`src/rtl/i2cm_pkg.sv`:
```
// Shared types and constants for the I2C register access master.
package i2cm_pkg;

    // Item actions
    localparam logic [1:0] ACT_TICK  = 2'd0;
    localparam logic [1:0] ACT_START = 2'd1;
    localparam logic [1:0] ACT_LOAD  = 2'd2;

    // Transaction stage, also the no-ack status code of that stage
    localparam logic [2:0] STG_NONE   = 3'd0;
    localparam logic [2:0] STG_ADDR_W = 3'd1;
    localparam logic [2:0] STG_REG    = 3'd2;
    localparam logic [2:0] STG_ADDR_R = 3'd3;
    localparam logic [2:0] STG_DATA   = 3'd4;

    localparam logic [2:0] STATUS_OK = 3'd0;

    localparam logic [7:0] MSB_MASK     = 8'h80;
    localparam logic [7:0] HP_RESET     = 8'd5;
    localparam logic [7:0] POLL_RESET   = 8'd10;
    localparam logic [3:0] BITS_PER_BYTE = 4'd8;

    // Config register indexes
    localparam logic CFG_HALF_PERIOD = 1'b0;
    localparam logic CFG_POLL_LIMIT  = 1'b1;

    typedef enum logic [4:0] {
        PH_IDLE      = 5'd0,
        PH_START_A   = 5'd1,
        PH_START_B   = 5'd2,
        PH_TX_LOW    = 5'd3,
        PH_TX_HIGH   = 5'd4,
        PH_ACK_LOW   = 5'd5,
        PH_ACK_HIGH  = 5'd6,
        PH_RS_A      = 5'd7,
        PH_RS_B      = 5'd8,
        PH_RS_C      = 5'd9,
        PH_RX_LOW    = 5'd10,
        PH_RX_HIGH   = 5'd11,
        PH_MACK_LOW  = 5'd12,
        PH_MACK_HIGH = 5'd13,
        PH_STOP_A    = 5'd14,
        PH_STOP_B    = 5'd15,
        PH_STOP_C    = 5'd16
    } t_phase;

    typedef struct packed {
        logic [1:0] action;
        logic       sda_in;
        logic [6:0] device_addr;
        logic [7:0] reg_addr;
        logic [4:0] byte_count;
        logic       is_read;
        logic [7:0] write_byte;
    } t_item;

    typedef struct packed {
        logic       scl_level;
        logic       sda_pull_low;
        logic [7:0] read_data;
        logic       read_valid;
        logic       read_last;
        logic       busy_res;
        logic       done_res;
        logic [2:0] status;
        logic [3:0] fault_byte;
    } t_result;

endpackage

```
`src/rtl/i2cm_ram.sv`:
```
// Generic single-port-write, registered-read RAM.
module i2cm_ram #(
    parameter int WIDTH = 8,
    parameter int DEPTH = 16,
    localparam int AW = (DEPTH > 1) ? $clog2(DEPTH) : 1
) (
    input  logic             i_clk,
    input  logic             i_we,
    input  logic [AW-1:0]    i_waddr,
    input  logic [WIDTH-1:0] i_wdata,
    input  logic [AW-1:0]    i_raddr,
    output logic [WIDTH-1:0] o_rdata
);

    logic [WIDTH-1:0] r_mem [DEPTH];
    logic [WIDTH-1:0] r_rdata;

    always_ff @(posedge i_clk) begin
        if (i_we) begin
            r_mem[i_waddr] <= i_wdata;
        end
        r_rdata <= r_mem[i_raddr];
    end

    assign o_rdata = r_rdata;

endmodule

```
`src/rtl/i2cm_seq.sv`:
```
// Bus sequencer: transaction state, write buffer and per-item result logic.
module i2cm_seq import i2cm_pkg::*; #(
    parameter int BUF_DEPTH = 16
) (
    input  logic       i_clk,
    input  logic       i_rst_n,
    input  logic       i_step,
    input  t_item      i_item,
    input  logic [7:0] i_half_period,
    input  logic [7:0] i_poll_limit,
    output t_result    o_result
);

    localparam int AW = (BUF_DEPTH > 1) ? $clog2(BUF_DEPTH) : 1;
    localparam int CW = $clog2(BUF_DEPTH + 1);
    localparam int SW = (CW > 5) ? CW : 5;

    t_phase        r_phase, n_phase;
    logic [7:0]    r_tick, n_tick;
    logic [7:0]    r_poll, n_poll;
    logic [3:0]    r_bit, n_bit;
    logic [CW-1:0] r_byte, n_byte;
    logic [7:0]    r_shift, n_shift;
    logic [6:0]    r_addr, n_addr;
    logic [7:0]    r_reg, n_reg;
    logic [CW-1:0] r_count, n_count;
    logic          r_read, n_read;
    logic [CW-1:0] r_load, n_load;
    logic [2:0]    r_stage, n_stage;
    logic [2:0]    r_status, n_status;
    logic [3:0]    r_fault, n_fault;
    logic          r_scl, n_scl;
    logic          r_sda_low, n_sda_low;

    logic          half_step;
    logic [7:0]    hp, lim, tick_inc, poll_inc, rx_shift, tx_shift, tx_byte;
    logic [3:0]    bit_inc;
    logic [CW:0]   byte_inc;
    logic          last_byte;
    logic [SW-1:0] cnt_clip;
    logic          buf_we;
    logic [AW-1:0] buf_raddr;
    logic [7:0]    buf_rdata;

    i2cm_ram #(.WIDTH(8), .DEPTH(BUF_DEPTH)) u_buf (
        .i_clk   (i_clk),
        .i_we    (buf_we),
        .i_waddr (r_load[AW-1:0]),
        .i_wdata (i_item.write_byte),
        .i_raddr (buf_raddr),
        .o_rdata (buf_rdata)
    );

    // Prefetch the next data byte; the index settles long before it is sent
    assign buf_raddr = (r_stage == STG_DATA) ? AW'(r_byte + CW'(1)) : '0;

    assign hp        = (i_half_period == 8'd0) ? 8'd1 : i_half_period;
    assign lim       = (i_poll_limit == 8'd0) ? 8'd1 : i_poll_limit;
    assign tick_inc  = r_tick + 8'd1;
    assign poll_inc  = r_poll + 8'd1;
    assign bit_inc   = r_bit + 4'd1;
    assign byte_inc  = {1'b0, r_byte} + {{CW{1'b0}}, 1'b1};
    assign last_byte = byte_inc >= {1'b0, r_count};
    assign rx_shift  = {r_shift[6:0], i_item.sda_in};
    assign tx_shift  = {r_shift[6:0], 1'b0};
    assign half_step = (i_item.action == ACT_TICK) && (r_phase != PH_IDLE)
                       && (tick_inc >= hp);
    assign buf_we    = i_step && (i_item.action == ACT_LOAD) && (r_phase == PH_IDLE)
                       && (r_load < CW'(BUF_DEPTH));

    always_comb begin
        cnt_clip = SW'(i_item.byte_count);
        if (cnt_clip == '0) begin
            cnt_clip = SW'(1);
        end
        if (cnt_clip > SW'(BUF_DEPTH)) begin
            cnt_clip = SW'(BUF_DEPTH);
        end
    end

    // Next state
    always_comb begin
        n_phase   = r_phase;
        n_tick    = r_tick;
        n_poll    = r_poll;
        n_bit     = r_bit;
        n_byte    = r_byte;
        n_shift   = r_shift;
        n_addr    = r_addr;
        n_reg     = r_reg;
        n_count   = r_count;
        n_read    = r_read;
        n_load    = r_load;
        n_stage   = r_stage;
        n_status  = r_status;
        n_fault   = r_fault;
        n_scl     = r_scl;
        n_sda_low = r_sda_low;
        tx_byte   = 8'd0;

        case (i_item.action)
            ACT_TICK: begin
                if (r_phase != PH_IDLE) begin
                    n_tick = half_step ? 8'd0 : tick_inc;
                end
            end
            ACT_START: begin
                if (r_phase == PH_IDLE) begin
                    n_addr    = i_item.device_addr;
                    n_reg     = i_item.reg_addr;
                    n_count   = CW'(cnt_clip);
                    n_read    = i_item.is_read;
                    n_load    = '0;
                    n_tick    = '0;
                    n_poll    = '0;
                    n_bit     = '0;
                    n_byte    = '0;
                    n_shift   = '0;
                    n_stage   = STG_NONE;
                    n_status  = STATUS_OK;
                    n_fault   = '0;
                    n_phase   = PH_START_A;
                    n_scl     = 1'b1;
                    n_sda_low = 1'b0;
                end
            end
            ACT_LOAD: begin
                if (buf_we) begin
                    n_load = r_load + CW'(1);
                end
            end
            default: ;
        endcase

        if (half_step) begin
            unique case (r_phase)
                PH_START_A: begin
                    n_phase   = PH_START_B;
                    n_scl     = 1'b1;
                    n_sda_low = 1'b1;
                end
                PH_START_B: begin
                    n_stage = STG_ADDR_W;
                    n_phase = PH_TX_LOW;
                    tx_byte = {r_addr, 1'b0};
                end
                PH_TX_LOW: begin
                    n_phase = PH_TX_HIGH;
                    n_scl   = 1'b1;
                end
                PH_TX_HIGH: begin
                    n_shift = tx_shift;
                    n_bit   = bit_inc;
                    n_scl   = 1'b0;
                    if (bit_inc >= BITS_PER_BYTE) begin
                        n_phase   = PH_ACK_LOW;
                        n_sda_low = 1'b0;
                    end else begin
                        n_phase   = PH_TX_LOW;
                        n_sda_low = (tx_shift & MSB_MASK) == 8'd0;
                    end
                end
                PH_ACK_LOW: begin
                    n_phase = PH_ACK_HIGH;
                    n_scl   = 1'b1;
                    n_poll  = '0;
                end
                PH_ACK_HIGH: begin
                    if (!i_item.sda_in) begin
                        case (r_stage)
                            STG_ADDR_W: begin
                                n_stage = STG_REG;
                                n_phase = PH_TX_LOW;
                                tx_byte = r_reg;
                            end
                            STG_REG: begin
                                if (r_read) begin
                                    n_phase   = PH_RS_A;
                                    n_scl     = 1'b0;
                                    n_sda_low = 1'b0;
                                end else begin
                                    n_stage = STG_DATA;
                                    n_byte  = '0;
                                    n_phase = PH_TX_LOW;
                                    tx_byte = buf_rdata;
                                end
                            end
                            STG_ADDR_R: begin
                                n_byte    = '0;
                                n_bit     = '0;
                                n_shift   = '0;
                                n_phase   = PH_RX_LOW;
                                n_scl     = 1'b0;
                                n_sda_low = 1'b0;
                            end
                            default: begin
                                n_byte = byte_inc[CW-1:0];
                                if (last_byte) begin
                                    n_status  = STATUS_OK;
                                    n_fault   = '0;
                                    n_phase   = PH_STOP_A;
                                    n_scl     = 1'b0;
                                    n_sda_low = 1'b1;
                                end else begin
                                    n_phase = PH_TX_LOW;
                                    tx_byte = buf_rdata;
                                end
                            end
                        endcase
                    end else begin
                        n_poll = poll_inc;
                        if (poll_inc >= lim) begin
                            n_status  = r_stage;
                            n_fault   = (r_stage == STG_DATA) ? 4'(r_byte) : 4'd0;
                            n_phase   = PH_STOP_A;
                            n_scl     = 1'b0;
                            n_sda_low = 1'b1;
                        end
                    end
                end
                PH_RS_A: begin
                    n_phase = PH_RS_B;
                    n_scl   = 1'b1;
                end
                PH_RS_B: begin
                    n_phase   = PH_RS_C;
                    n_sda_low = 1'b1;
                end
                PH_RS_C: begin
                    n_stage = STG_ADDR_R;
                    n_phase = PH_TX_LOW;
                    tx_byte = {r_addr, 1'b1};
                end
                PH_RX_LOW: begin
                    n_phase = PH_RX_HIGH;
                    n_scl   = 1'b1;
                end
                PH_RX_HIGH: begin
                    n_shift = rx_shift;
                    n_bit   = bit_inc;
                    n_scl   = 1'b0;
                    if (bit_inc >= BITS_PER_BYTE) begin
                        n_phase   = PH_MACK_LOW;
                        n_sda_low = !last_byte;
                    end else begin
                        n_phase = PH_RX_LOW;
                    end
                end
                PH_MACK_LOW: begin
                    n_phase = PH_MACK_HIGH;
                    n_scl   = 1'b1;
                end
                PH_MACK_HIGH: begin
                    if (last_byte) begin
                        n_status  = STATUS_OK;
                        n_fault   = '0;
                        n_phase   = PH_STOP_A;
                        n_scl     = 1'b0;
                        n_sda_low = 1'b1;
                    end else begin
                        n_byte    = byte_inc[CW-1:0];
                        n_bit     = '0;
                        n_shift   = '0;
                        n_phase   = PH_RX_LOW;
                        n_scl     = 1'b0;
                        n_sda_low = 1'b0;
                    end
                end
                PH_STOP_A: begin
                    n_phase = PH_STOP_B;
                    n_scl   = 1'b1;
                end
                PH_STOP_B: begin
                    n_phase   = PH_STOP_C;
                    n_sda_low = 1'b0;
                end
                PH_STOP_C: begin
                    n_phase = PH_IDLE;
                    n_tick  = '0;
                end
                default: begin
                    n_phase   = PH_IDLE;
                    n_scl     = 1'b1;
                    n_sda_low = 1'b0;
                end
            endcase

            // Load the byte shifter when a new byte goes out
            if ((n_phase == PH_TX_LOW) && (r_phase != PH_TX_HIGH)) begin
                n_shift   = tx_byte;
                n_bit     = '0;
                n_scl     = 1'b0;
                n_sda_low = (tx_byte & MSB_MASK) == 8'd0;
            end
        end
    end

    // Result outputs
    always_comb begin
        o_result              = '0;
        o_result.scl_level    = n_scl;
        o_result.sda_pull_low = n_sda_low;
        o_result.busy_res     = n_phase != PH_IDLE;
        if (half_step && (r_phase == PH_RX_HIGH) && (bit_inc >= BITS_PER_BYTE)) begin
            o_result.read_data  = rx_shift;
            o_result.read_valid = 1'b1;
            o_result.read_last  = last_byte;
        end
        if (half_step && (r_phase == PH_STOP_C)) begin
            o_result.done_res   = 1'b1;
            o_result.status     = r_status;
            o_result.fault_byte = r_fault;
        end
    end

    always_ff @(posedge i_clk) begin
        if (!i_rst_n) begin
            r_phase   <= PH_IDLE;
            r_tick    <= '0;
            r_poll    <= '0;
            r_bit     <= '0;
            r_byte    <= '0;
            r_shift   <= '0;
            r_addr    <= '0;
            r_reg     <= '0;
            r_count   <= '0;
            r_read    <= 1'b0;
            r_load    <= '0;
            r_stage   <= STG_NONE;
            r_status  <= STATUS_OK;
            r_fault   <= '0;
            r_scl     <= 1'b1;
            r_sda_low <= 1'b0;
        end else if (i_step) begin
            r_phase   <= n_phase;
            r_tick    <= n_tick;
            r_poll    <= n_poll;
            r_bit     <= n_bit;
            r_byte    <= n_byte;
            r_shift   <= n_shift;
            r_addr    <= n_addr;
            r_reg     <= n_reg;
            r_count   <= n_count;
            r_read    <= n_read;
            r_load    <= n_load;
            r_stage   <= n_stage;
            r_status  <= n_status;
            r_fault   <= n_fault;
            r_scl     <= n_scl;
            r_sda_low <= n_sda_low;
        end
    end

endmodule

```
`src/rtl/i2c_register_access_master_top.sv`:
```
// Top level of the tick-paced I2C register access master.
// A result passes the item register, then sequencer logic into the result register.
// Throughput: one item per clock unless the result side stalls; the input stall follows it combinationally.
// Reset (i_rst_n low, synchronous): sequencer idle, SCL high, SDA released,
// config back to defaults; the write buffer RAM keeps its contents.
module i2c_register_access_master_top import i2cm_pkg::*; #(
    parameter int BUF_DEPTH = 16
) (
    input  logic       i_clk,
    input  logic       i_rst_n,
    // Item channel
    input  logic       i_in_valid,
    output logic       o_in_stall,
    input  logic [1:0] i_action,
    input  logic       i_sda_in,
    input  logic [6:0] i_device_addr,
    input  logic [7:0] i_reg_addr,
    input  logic [4:0] i_byte_count,
    input  logic       i_is_read,
    input  logic [7:0] i_write_byte,
    // Result channel
    output logic       o_out_valid,
    input  logic       i_out_stall,
    output logic       o_scl_level,
    output logic       o_sda_pull_low,
    output logic [7:0] o_read_data,
    output logic       o_read_valid,
    output logic       o_read_last,
    output logic       o_busy_res,
    output logic       o_done_res,
    output logic [2:0] o_status,
    output logic [3:0] o_fault_byte,
    // Config write port
    input  logic       i_cfg_wr_en,
    input  logic       i_cfg_index,
    input  logic [7:0] i_cfg_wdata
);

    logic       r_in_valid;
    t_item      r_in;
    logic       r_out_valid;
    t_result    r_out;
    logic [7:0] r_half_period;
    logic [7:0] r_poll_limit;

    logic       in_accept;
    logic       advance;
    t_result    seq_result;

    // Advance the held item whenever the result register is free or drains now
    assign advance    = r_in_valid && (!r_out_valid || !i_out_stall);
    assign o_in_stall = r_in_valid && !advance;
    assign in_accept  = i_in_valid && !o_in_stall;

    // Item register
    always_ff @(posedge i_clk) begin
        if (!i_rst_n) begin
            r_in_valid <= 1'b0;
        end else if (in_accept) begin
            r_in_valid <= 1'b1;
        end else if (advance) begin
            r_in_valid <= 1'b0;
        end
    end

    always_ff @(posedge i_clk) begin
        if (in_accept) begin
            r_in.action      <= i_action;
            r_in.sda_in      <= i_sda_in;
            r_in.device_addr <= i_device_addr;
            r_in.reg_addr    <= i_reg_addr;
            r_in.byte_count  <= i_byte_count;
            r_in.is_read     <= i_is_read;
            r_in.write_byte  <= i_write_byte;
        end
    end

    // Config registers; the user must write them only while no transfer is in flight, the block does not enforce it
    always_ff @(posedge i_clk) begin
        if (!i_rst_n) begin
            r_half_period <= HP_RESET;
            r_poll_limit  <= POLL_RESET;
        end else if (i_cfg_wr_en) begin
            unique case (i_cfg_index)
                CFG_HALF_PERIOD: r_half_period <= i_cfg_wdata;
                CFG_POLL_LIMIT:  r_poll_limit  <= i_cfg_wdata;
                default: ;
            endcase
        end
    end

    // Sequencer commits its state on each advance
    i2cm_seq #(.BUF_DEPTH(BUF_DEPTH)) u_seq (
        .i_clk         (i_clk),
        .i_rst_n       (i_rst_n),
        .i_step        (advance),
        .i_item        (r_in),
        .i_half_period (r_half_period),
        .i_poll_limit  (r_poll_limit),
        .o_result      (seq_result)
    );

    // Result register: hold while stalled, drop once taken
    always_ff @(posedge i_clk) begin
        if (!i_rst_n) begin
            r_out_valid <= 1'b0;
        end else if (advance) begin
            r_out_valid <= 1'b1;
        end else if (!i_out_stall) begin
            r_out_valid <= 1'b0;
        end
    end

    always_ff @(posedge i_clk) begin
        if (advance) begin
            r_out <= seq_result;
        end
    end

    assign o_out_valid    = r_out_valid;
    assign o_scl_level    = r_out.scl_level;
    assign o_sda_pull_low = r_out.sda_pull_low;
    assign o_read_data    = r_out.read_data;
    assign o_read_valid   = r_out.read_valid;
    assign o_read_last    = r_out.read_last;
    assign o_busy_res     = r_out.busy_res;
    assign o_done_res     = r_out.done_res;
    assign o_status       = r_out.status;
    assign o_fault_byte   = r_out.fault_byte;

endmodule

```
`config.mk`:
```
export PLATFORM = sky130hd
export DESIGN_NAME = i2c_register_access_master_top
export DESIGN_NICKNAME = d
export VERILOG_FILES = /design/src/rtl/i2cm_pkg.sv /design/src/rtl/i2cm_ram.sv /design/src/rtl/i2cm_seq.sv /design/src/rtl/i2c_register_access_master_top.sv
export SDC_FILE = /design/constraint.sdc
export NUM_CORES = 1
export LEC_CHECK = 0
export ABC_AREA = 1
export BUFFER_PORTS_ARGS = -buffer_cell sky130_fd_sc_hd__buf_2
export CAP_MARGIN = 20
export CORE_MARGIN = 1.5
export CORE_UTILIZATION = 50
export CTS_CLUSTER_SIZE = 40
export DETAILED_ROUTE_END_ITERATION = 8
export HOLD_SLACK_MARGIN = 0.15
export MAX_ROUTING_LAYER = met4
export PLACE_DENSITY_LB_ADDON = 0.15
export SLEW_MARGIN = 20
export SYNTH_ARGS = -nofsm -noshare
export SYNTH_HDL_FRONTEND = slang
export SYNTH_SLANG_ARGS = --single-unit
```
`constraint.sdc`:
```
create_clock -name i_clk -period 5.5 [get_ports i_clk]
set_clock_uncertainty 0.1 [all_clocks]
set_input_delay 0 -clock i_clk [delete_from_list [all_inputs] [get_ports i_clk]]
set_output_delay 0 -clock i_clk [all_outputs]
set_load 0.05 [all_outputs]
```
==> reports/metrics.yaml, run 1 <==
clock_sinks: 282
synth_edf_count: 181
num_rows: 59
final_cell_mix: "nand2_1 (231), edfxtp_1 (181), inv_1 (163), nor2_1 (160), a21oi_1 (136)"
status: "finished, final reports clean"
cp.arrival_ns: 4.16
p_seq_frac: 0.494
mostFrequentLayoutCell: "nand2_1"
clock_latency_ns: 0.58
p_sw_uw: 1190
netlist_area_mm2: 0.0131
grt_antenna_before_repair: 0
largest_register: "u_seq.u_buf.r_mem"
drive_gt1_frac: 0.100
synthCells: 1423
place_area_mm2: 0.0137
crit_type: "flop to flop"
via_per_inst: 5.47
n_fill_cell: 2170
ys_types: 52
top_regs: "u_seq.u_buf.r_mem (128), r_in (32)"
htree_levels: 1
portBuffers: 68
dr.pass1.iters: 5
required_ns: 5.88
drt_iter0_markers: 962
grt_util_met1: 0.343
worstHoldPathType: "input pin to flop"
cts_tree: "yes"
yosysSeqAreaShare: 0.570
start_util: 0.507
dieArea_mm2: 0.0272
area_growth_pct: 19.5
startpoint_type: "flop"
use_met3: 0.0286
power.leakage_uw: 0.00611
synth-main-ff-cell: "edfxtp_1"
die_w_um: 165
swShare: 0.248
drv_slew: 0
largest_reg_flops: 128
maxCapViolCount: 0
endpoint_kind: "flop"
post-cts-setup-buffer-count: 0
finalHoldViolCount: 0
path_clk_slew_ns: 0.06
grt_pass1_vias: 9920
p_int_uw: 3600
fin_area_mm2: 0.0156
clk_path_buf_depth: 3
tns_ns: 0
synth_fp_nets: 1501
drc: 0
ir_drop_v: 0.000305
grt_pass1_wl_mm: 53.0
diodes: 0
syn_area_per_cell_um2: 9.20
coreArea_mm2: 0.0258
dpl.hpwl_mm: 21.2
clockPowerShare: 0.406
finalPower_uw: 4780
drt-total-wl_mm: 33.9
gp_congestion: 0.905
grt_max_degree: 81
multi_input_area_mm2: 0.00474
track_usage: 0.257
busiest_layer: "met2"
crit_fanout: 37
antenna_left: 0
pin_count: 69
async_reset_ff_frac: 0
final_nets: 1653
die_h_um: 165
yosysWarnings: 0
power_density_mw_per_mm2: 306
max_clock_freq_mhz: 265
combPwrFrac: 0.100
register_area_mm2: 0.00746
clockRootBuffer: "clkbuf_16"
ys_ff_latch: 282
setup_viol: 0
min_period_ns: 3.78
max_slew.worst_pin.slew_ns: 0.974
finalCritPeriodShare: 0.687
gr-usage-met2: 0.421
slew-limit-headroom: 0.348
rsz0062_at_grt: "no"
wl_per_cell_um: 17.5
num_vias: 10600
holdWs_ns: 0.189
cts_made_buffers: 30
grt_overflow_total: 0
post-route-util: 0.605
power groups by stage:
| stage | registers, uW | clock network [uW] | logic [uW] |
|---|---|---|---|
| final | 2360 | 1940 | 478 |
| after detailed placement | 2410 | 0 | 412 |
| after CTS | 2360 | 1960 | 470 |
| after floorplan | 2410 | 0 | 283 |
| after global routing | 2370 | 2060 | 529 |
| after global placement | 2410 | 0 | 407 |
logic make-up (layout without fill, tap and decap cells):
logic type / after synthesis / count (layout) / share of synthesized area
buffers and inverters: 233 / 409 / 0.0691
DFF: 282 / 282 / 0.570
AOI/OAI and AO/OA: 360 / 360 / 0.161
xor gates and xnor gates: 16 / 16 / 0.0107
adders and majority gates: 32 / 32 / 0.0306
and+or+nand+nor: 500 / 500 / 0.159
worst max-delay path, stage by stage (launching register included):
cell and delay [ns]:
dfxtp_1 0.44, nand2_1 0.08, nor2_1 0.19, nand4_1 0.16
nor2_1 0.16, xor2_1 0.10, ha_1 0.32, nand2_1 0.08
nor2_1 0.15, nand4_1 0.09, o2111ai_1 0.11, nand2_1 0.07
buf_4 0.23, inv_2 0.55, nand2_1 0.22, nor2_1 0.32
nand4_1 0.13, a21oi_1 0.18
worst paths after layout:
path / to / slack [ns] / start / cells past startpoint
worst max-delay path: u_seq.r_fault[2]$_SDFFE_PN0P_ / 1.72 / u_seq.r_tick[0]$_SDFFE_PN0P_ / 17
worst min register to register: u_seq.r_addr[1]$_SDFFE_PN0P_ / 0.35 / u_seq.r_addr[1]$_SDFFE_PN0P_ / 2
worst min-delay path: o_out_valid$_SDFFE_PN0P_ / 0.19 / i_out_stall / 4
worst max register to register: u_seq.r_fault[2]$_SDFFE_PN0P_ / 1.72 / u_seq.r_tick[0]$_SDFFE_PN0P_ / 17
repair_timing:
action                    in CTS  in global routing
hold endpoints to repair     136                  0
hold buffers                 100                  0
resized for setup              0                  0
synthesized netlist by cell type (10+ instances only):
cell      count  share of area
nand2_1     232          0.067
nor3_1       12         0.0046
o21ai_0     121          0.046
clkbuf_1     44          0.013
a22oi_1      11         0.0063
edfxtp_1    181           0.42
a211oi_1     11         0.0063
o221ai_1     25          0.017
ha_1         32          0.031
inv_1       163          0.047
o22ai_1      15         0.0072
dfxtp_1     101           0.15
nand3_1      64          0.024
xor2_1       14         0.0094
a21oi_1     136          0.052
inv_2        10         0.0029
nor2_1      162          0.046
final cells by class:
| type | instances | share of cell area |
|---|---|---|
| Clock inverter | 7 | 0.00416 |
| Multi-Input combinational cell | 908 | 0.303 |
| Tap cell | 335 | 0.0268 |
| Inverter | 176 | 0.0422 |
| Timing Repair Buffer | 177 | 0.0901 |
| Sequential cell | 282 | 0.477 |
| Clock buffer | 49 | 0.0571 |
stage by stage:
step | cells | worst slack, ns
floorplan | 1423 | 2.41
global placement | 1778 | 1.87
detailed placement | 1778 | 1.74
CTS | 1934 | 1.72
global route | 1934 | 1.30
finish | 1934 | 1.72
routing by layer:
layer  wire length, um  vias to the layer above
met1             14800                     4960
met5                 0                        -
met3              1810                       58
met2             16500                      341
li1                  -                     5219
met4               848                        0
Note: power is estimated with default switching activity, not from simulation.
==> run 2: changes to the inputs <==
clock period = 3.6 ns   (was 5.5 ns; I/O delays follow)
==> reports/metrics.yaml, run 2 (synthesis results as in run 1) <==
clock_sinks: 282
drc: 0
htree_levels: 1
die_h_um: 165
final_cell_mix: "nand2_1 (231), edfxtp_1 (181), inv_1 (163), nor2_1 (159), a21oi_1 (136)"
portBuffers: 68
finalHoldViolCount: 0
ir_drop_v: 0.000358
track_usage: 0.258
grt_max_degree: 81
die_w_um: 165
crit_chain: "ha_1, nand2_1, inv_1, nand2_1, nor3_1, xor2_1, ha_1, nand2_1, nor2_1, nand4_1, o2111ai_1, nand2_1, buf_4, o21ai_0, o21ai_0, nor2_1, nand4_1"
start_util: 0.507
setup_viol: 0
final_nets: 1666
status: "finished, final reports clean"
rsz0062_at_grt: "no"
area_growth_pct: 20.9
drt-total-wl_mm: 33.6
crit_fanout: 21
dr.pass1.iters: 5
wl_per_cell_um: 17.3
maxCapViolCount: 0
cts_made_buffers: 30
cp.arrival_ns: 3.53
grt_pass1_vias: 10100
crit_type: "flop to flop"
drv_slew: 0
pin_count: 69
tns_ns: 0
clk_path_buf_depth: 3
crit_slowest_cell: "dfxtp_1"
num_rows: 59
antenna_left: 0
worstHoldPathType: "input pin to flop"
dieArea_mm2: 0.0272
drt_iter0_markers: 1042
n_fill_cell: 2186
clock_latency_ns: 0.57
place_ws_ns: 0.240
endpoint_kind: "flop"
via_per_inst: 5.43
slew-limit-headroom: 0.454
power_density_mw_per_mm2: 477
diodes: 0
grt_antenna_before_repair: 0
clockRootBuffer: "clkbuf_16"
fin_ws_ns: 0.264
num_vias: 10600
startpoint_type: "flop"
grt_pass1_wl_mm: 53.2
min_period_ns: 3.34
mostFrequentLayoutCell: "nand2_1"
drive_gt1_frac: 0.113
largest_reg_flops: 128
max_clock_freq_mhz: 300
coreArea_mm2: 0.0258
gp_congestion: 0.937
cpMostUsedCell: "nand2_1"
largest_register: "u_seq.u_buf.r_mem"
layoutNonFillerInstCount: 1945
grt_overflow_total: 0
dpl.hpwl_mm: 21.3
max_stage_delay_ns: 0.46
cts_tree: "yes"
max_slew.worst_pin.slew_ns: 0.819
top_regs: "u_seq.u_buf.r_mem (128), r_in (32)"
placedCellCount: 1796
power.leakage_uw: 0.00623
path_clk_slew_ns: 0.07
finalCritPeriodShare: 0.927
required_ns: 3.80
-- run 2: report_power, final --
| part | leakage (uW) | switching [uW] | internal, uW | total, uW |
|---|---|---|---|---|
| Sequential | 0.00250 | 81.3 | 3530 | 3610 |
| Combinational | 0.00323 | 463 | 266 | 729 |
| Clock | 0.000504 | 1280 | 1930 | 3210 |
| Total | 0.00623 | 1820 | 5720 | 7550 |
-- run 2: metrics by stage --
stage | utilization | power [uW] | instance area [um2] | hold WS [ns]
2_1_floorplan | - | 4110 | 13100 | -0.00113
3_3_place_gp | 0.535 | 4310 | 13800 | 0.0768
3_5_place_dp | 0.535 | 4310 | 13800 | 0.0781
4_1_cts | 0.612 | 7570 | 15800 | 0.157
5_1_grt | 0.612 | 7810 | 15800 | 0.234
6_report | 0.612 | 7550 | 15800 | 0.191
-- run 2: path summary, 6_finish.rpt --
kind,from,to,slack (ns),cells past startpoint
setup reg to reg,u_seq.r_tick[0]$_SDFFE_PN0P_,o_busy_res$_DFFE_PP_,0.26,17
hold / removal,i_cfg_wdata[1],r_half_period[1]$_SDFFE_PN0P_,0.19,4
setup / recovery,u_seq.r_tick[0]$_SDFFE_PN0P_,o_busy_res$_DFFE_PP_,0.26,17
hold reg to reg,u_seq.r_reg[5]$_SDFFE_PN0P_,u_seq.r_reg[5]$_SDFFE_PN0P_,0.36,2
-- run 2: cell type report --
type | instances | area (um2) | area share
flip-flops and latches | 282 | 7460 | 0.471
multi-input cells | 908 | 4750 | 0.300
repair buffers | 190 | 1510 | 0.0952
clock buffers | 37 | 797 | 0.0504
inverters | 176 | 663 | 0.0419
well taps | 335 | 419 | 0.0265
clock inverters | 17 | 233 | 0.0147
-- run 2: repair_timing --
item	in CTS	in global routing
endpoints found under the hold margin	124	0
hold buffers	95	0
setup buffers	0	0
gates resized for setup	0	4
endpoints found under the setup margin	0	13
-- run 2: metal layers --
metal | GRT usage | routed length (um)
met1 | 0.334 | 14700
met2 | 0.425 | 16200
met3 | 0.0374 | 1780
met4 | 0.0680 | 844
met5 | - | 0
-- run 2: critical path, delay by kind of cell (launching register included) --
family,cells,cell delay (ns)
buffers and inverters,2,0.35
flip-flops,1,0.46
XOR/XNOR,1,0.12
adder cells (fa/ha/maj),2,0.51
AO/OA/AOI/OAI,3,0.42
AND/OR/NAND/NOR,9,1.09
